$ cat src/hdl/isort_pkg.sv
// ----------------------------------------------------------------------------
// isort_pkg
// shared constants and types of the insertion sort engine
// ----------------------------------------------------------------------------
package isort_pkg;

    localparam int DATA_W    = 32;
    localparam int DEPTH_DEF = 64;

    typedef logic signed [DATA_W-1:0] data_t;

    // per-cycle command broadcast to every cell of the chain
    typedef struct packed {
        logic  load;   // insert key into the sorted row
        logic  shift;  // move the row one place towards cell 0
        data_t key;    // value being inserted
    } cell_ctrl_t;

endpackage

$ cat src/hdl/isort_cell.sv
// ----------------------------------------------------------------------------
// isort_cell
// one slot of the sorted row: compare-and-shift on insert, shift down on drain
// ----------------------------------------------------------------------------
module isort_cell (
    input  logic                   aclk,
    input  isort_pkg::cell_ctrl_t  ctrl,
    input  logic                   occupied,
    input  isort_pkg::data_t       left_value,
    input  logic                   left_gt,
    input  isort_pkg::data_t       right_value,
    output isort_pkg::data_t       value,
    output logic                   gt
);
    import isort_pkg::*;

    data_t value_reg;
    data_t value_next;

    // stored entry is strictly greater than the new key, so it moves up
    assign gt    = occupied && (value_reg > ctrl.key);
    assign value = value_reg;

    always_comb begin
        value_next = value_reg;
        if (ctrl.load) begin
            if (!gt && occupied) begin
                value_next = value_reg;
            end else if (!left_gt) begin
                value_next = ctrl.key;
            end else begin
                value_next = left_value;
            end
        end else if (ctrl.shift) begin
            value_next = right_value;
        end
    end

    always_ff @(posedge aclk) begin
        value_reg <= value_next;
    end

endmodule

$ cat config.mk
export PLATFORM = sky130hd
export DESIGN_NAME = isort_cell
export DESIGN_NICKNAME = d
export VERILOG_FILES = /design/src/hdl/isort_pkg.sv /design/src/hdl/isort_cell.sv
export SDC_FILE = /design/constraint.sdc
export NUM_CORES = 1
export LEC_CHECK = 0
export ABC_AREA = 1
export BUFFER_PORTS_ARGS = -buffer_cell sky130_fd_sc_hd__buf_2
export CAP_MARGIN = 20
export CORE_MARGIN = 4
export CORE_UTILIZATION = 35
export CTS_CLUSTER_DIAMETER = 30
export DETAILED_ROUTE_END_ITERATION = 16
export SYNTH_ARGS = -nofsm -noshare
export SYNTH_HDL_FRONTEND = slang
export SYNTH_SLANG_ARGS = --single-unit
$ cat constraint.sdc
create_clock -name aclk -period 3.95 [get_ports aclk]
set_input_delay 0.79 -clock aclk [delete_from_list [all_inputs] [get_ports aclk]]
set_output_delay 0.79 -clock aclk [all_outputs]
set_load 0.01 [all_outputs]
==> results.md <==
* Status: complete, no violations
* Clock network power share at 0.235
* Port Buffer Count at 133
* Clock Path Buffers at 2
* Seq/Total Area, Yosys at 0.382
* Synth async-reset ratio at 0
* CP Launch Point: ctrl[31]
* R2R setup slack at about 1.5 ns
* Clk_skew at about 0.0047 ns
* CTS root buffer: clkbuf_8
* Synth Net Count at 457
* Critical path type: input pin to output pin
* Die footprint at about 8600 um2
* Reg2reg start: value[31]
* Die width at 92.8 um
* Worst-Margin Slew at around 1.0 ns
* Max-capacitance violation count at 0
* Total grt overflow at 0
* Hold path startpoint: right_value[19]
* Switching power at 329 uW
* Leak at between 0.0015 and 0.002 uW
* Tcrit/Tclk final at 0.773
* CTS tree: done
* CP Capture Type: output pin
* Routability cong. at approximately 0.8
* Post-Syn Area per Cell at roughly 7.8 um2
* Wirelength, routed at a little under 7000 um
* Synth Area in XOR/XNOR at 0
* First-pass GRT wire length at roughly 11,000 um
* Pwr dens at 304 nW/um2
* Max Freq at about 0.33 GHz
* Total power at between 1000 and 1500 uW
* Vias in the first global route at 2,362
* Pre-antenna DRT Iters at 4
* Mean routed wirelength per cell at around 13 um
* Yosys warns at 0
* Fin crit period at between 3 and 4 ns
* Hold path depth at 3
* RSZ-0062 raised after global routing: no
* Post-CTS sizing at 0
* Final WS setup at 0.898 ns
* Register-to-Register Path Depth at 10
* CP arrival at 2.26 ns
* Post-synth EDFFs at 32
* Top cells by area, synth: edfxtp_1 (38%), ha_1 (16%), nand2_1 (15%)
* Register area at 961 um2
* Final setup violation count at 0
* Largest net degree at the start of global routing at 38
* Synth Instances at roughly 320
* Worst skew pair latency at ~0.28 ns
* #FFs+latches synth at 32
* # clock sinks at 32
* Top cell type's share of synthesized area at 0.382
* Global-route usage over all layers at 0.157
* Max reg flops at 32
* Top-count cell post-synth: nand2_1
* Area of the multi-input gates at approximately 1300 um2
* CTS buffer count at 5
* Int Power at a little under 700 uW
* Syn-to-layout area delta at 33.5%
* Crit path max fanout at 4
* Top FF cell, synth: edfxtp_1
* N_diodes at 0
* Initial antenna violation count at 0
* Core Rows at 30
* Die Span Y at ~93 um
* Layout cells sized above 1 at 0.338
* Clock-pin slew on the worst setup and hold paths at around 0.060 ns
* Filler instances at ~720
* Crit start category: input pin
* Synth cell count leaders: nand2_1 (98), nor2_1 (41), inv_1 (39)
* Post-synthesis adder-cell area fraction at 0.159
* Placed Instances at roughly 540
* Post-synthesis simple-gate area fraction at 0.239
* Area leader, netlist: edfxtp_1
* Crit path required time at about 3.2 ns
* Synth Area in Compound Gates at 0.131
* Worst IR drop on VDD at 0.125 mV
* Final non-filler cell total at 549
* Worst slew margin at 0.315
* Layout net count at just under 600
* Switching Fraction at 0.322
* Hold_buf cts at 0
* DR vias/cell at 4.61
* Post-route cell area at between 3000 and 4000 um2
* Slew Limit Fails at 0
* Sum Neg Setup Slack at 0 ns
* Setup Fix Bufs, Post-CTS at 0
* Final HPWL DP at 5490 um
* Post-DP Area at 3280 um2
* Synthesized cell area at roughly 2500 um2
* Total number of vias at roughly 2,500
* Part of the power in registers at 0.438
* Worst min-delay path class: input pin to flip-flop
* Remaining antenna violation count at 0
* Dpl ws at between 0.8 and 0.9 ns
* Worst reg2reg endpoint: value[24]
* Worst Hold End: value[19]
* I/O pin count at approximately 130
* Detailed Route Iter0 Violations at 93
* Hold Vio Cnt, Final at 0
* Logic pwr share at 0.327
* Core area at around 6900 um2
* Distinct cells, synth at 24
* Largest family of logic cells by synthesized area: simple AND/OR/NAND/NOR gates
* Drc violations at 0
* Htree depth at 2
* Initial core utilization at 0.366
* Mux cell area share after synthesis at 0
-- power groups by stage --
stage	logic, uW	clock network [uW]	registers [uW]
2_1_floorplan	175	0	474
3_3_place_gp	335	0	455
3_5_place_dp	339	0	456
4_1_cts	341	253	449
5_1_grt	383	266	454
6_report	334	240	448
-- cell usage in the layout, fill, tap and decap left out, types with 5 or more instances in the layout --
cell type / synthesis / routed
nor2_1: 41 / 41
clkbuf_8: 1 / 5
a21oi_1: 13 / 13
inv_1: 39 / 39
nand2_1: 98 / 98
buf_2: 0 / 133
ha_1: 32 / 32
edfxtp_1: 32 / 32
a31oi_1: 32 / 32
-- routing by layer --
| layer | share of wire | vias up | wire length, um | track usage |
|---|---|---|---|---|
| met4 | 0.013 | 0 | 91 | 0.0427 |
| li1 | - | 1333 | - | - |
| met3 | 0.059 | 6 | 408 | 0.0333 |
| met2 | 0.49 | 74 | 3370 | 0.280 |
| met1 | 0.44 | 1116 | 3040 | 0.190 |
| met5 | 0 | - | 0 | 0 |
-- worst max path at each step --
stage / depth (start not counted) / end / slack (ns)
after CTS: 12 / gt / 0.86
final: 12 / gt / 0.90
after floorplan: 10 / value[0] / 0.77
after detailed placement: 12 / gt / 0.87
after global routing: 12 / gt / 0.66
after global placement: 12 / gt / 0.92
-- stage by stage --
step	hold WS (ns)	utilization
2_1_floorplan	1.04	-
4_1_cts	0.837	0.489
6_report	0.849	0.489
3_5_place_dp	1.10	0.478
3_3_place_gp	1.08	0.478
5_1_grt	0.843	0.489
-- worst max-delay path: stages --
cell	delay, ns
buf_2	0.09
inv_1	0.04
ha_1	0.32
nand2_1	0.09
nor2_2	0.14
nand2_2	0.09
nor4_4	0.16
nand2_1	0.10
nand3_1	0.09
nand3_2	0.12
nor2_1	0.10
buf_2	0.13
-- final cells by class --
class / count / area share
Sequential cell: 32 / 0.286
Clock buffer: 6 / 0.0216
Multi-Input combinational cell: 235 / 0.398
Timing Repair Buffer: 136 / 0.209
Tap cell: 96 / 0.0358
Inverter: 43 / 0.0481
Clock inverter: 1 / 0.00149
-- cells by family after synthesis --
group | Yosys count
AOI/OAI and AO/OA | 54
adders and majority gates | 32
buffers and inverters | 57
DFF | 32
and+or+nand+nor | 149
No activity file was read; power rests on OpenSTA's default activity.
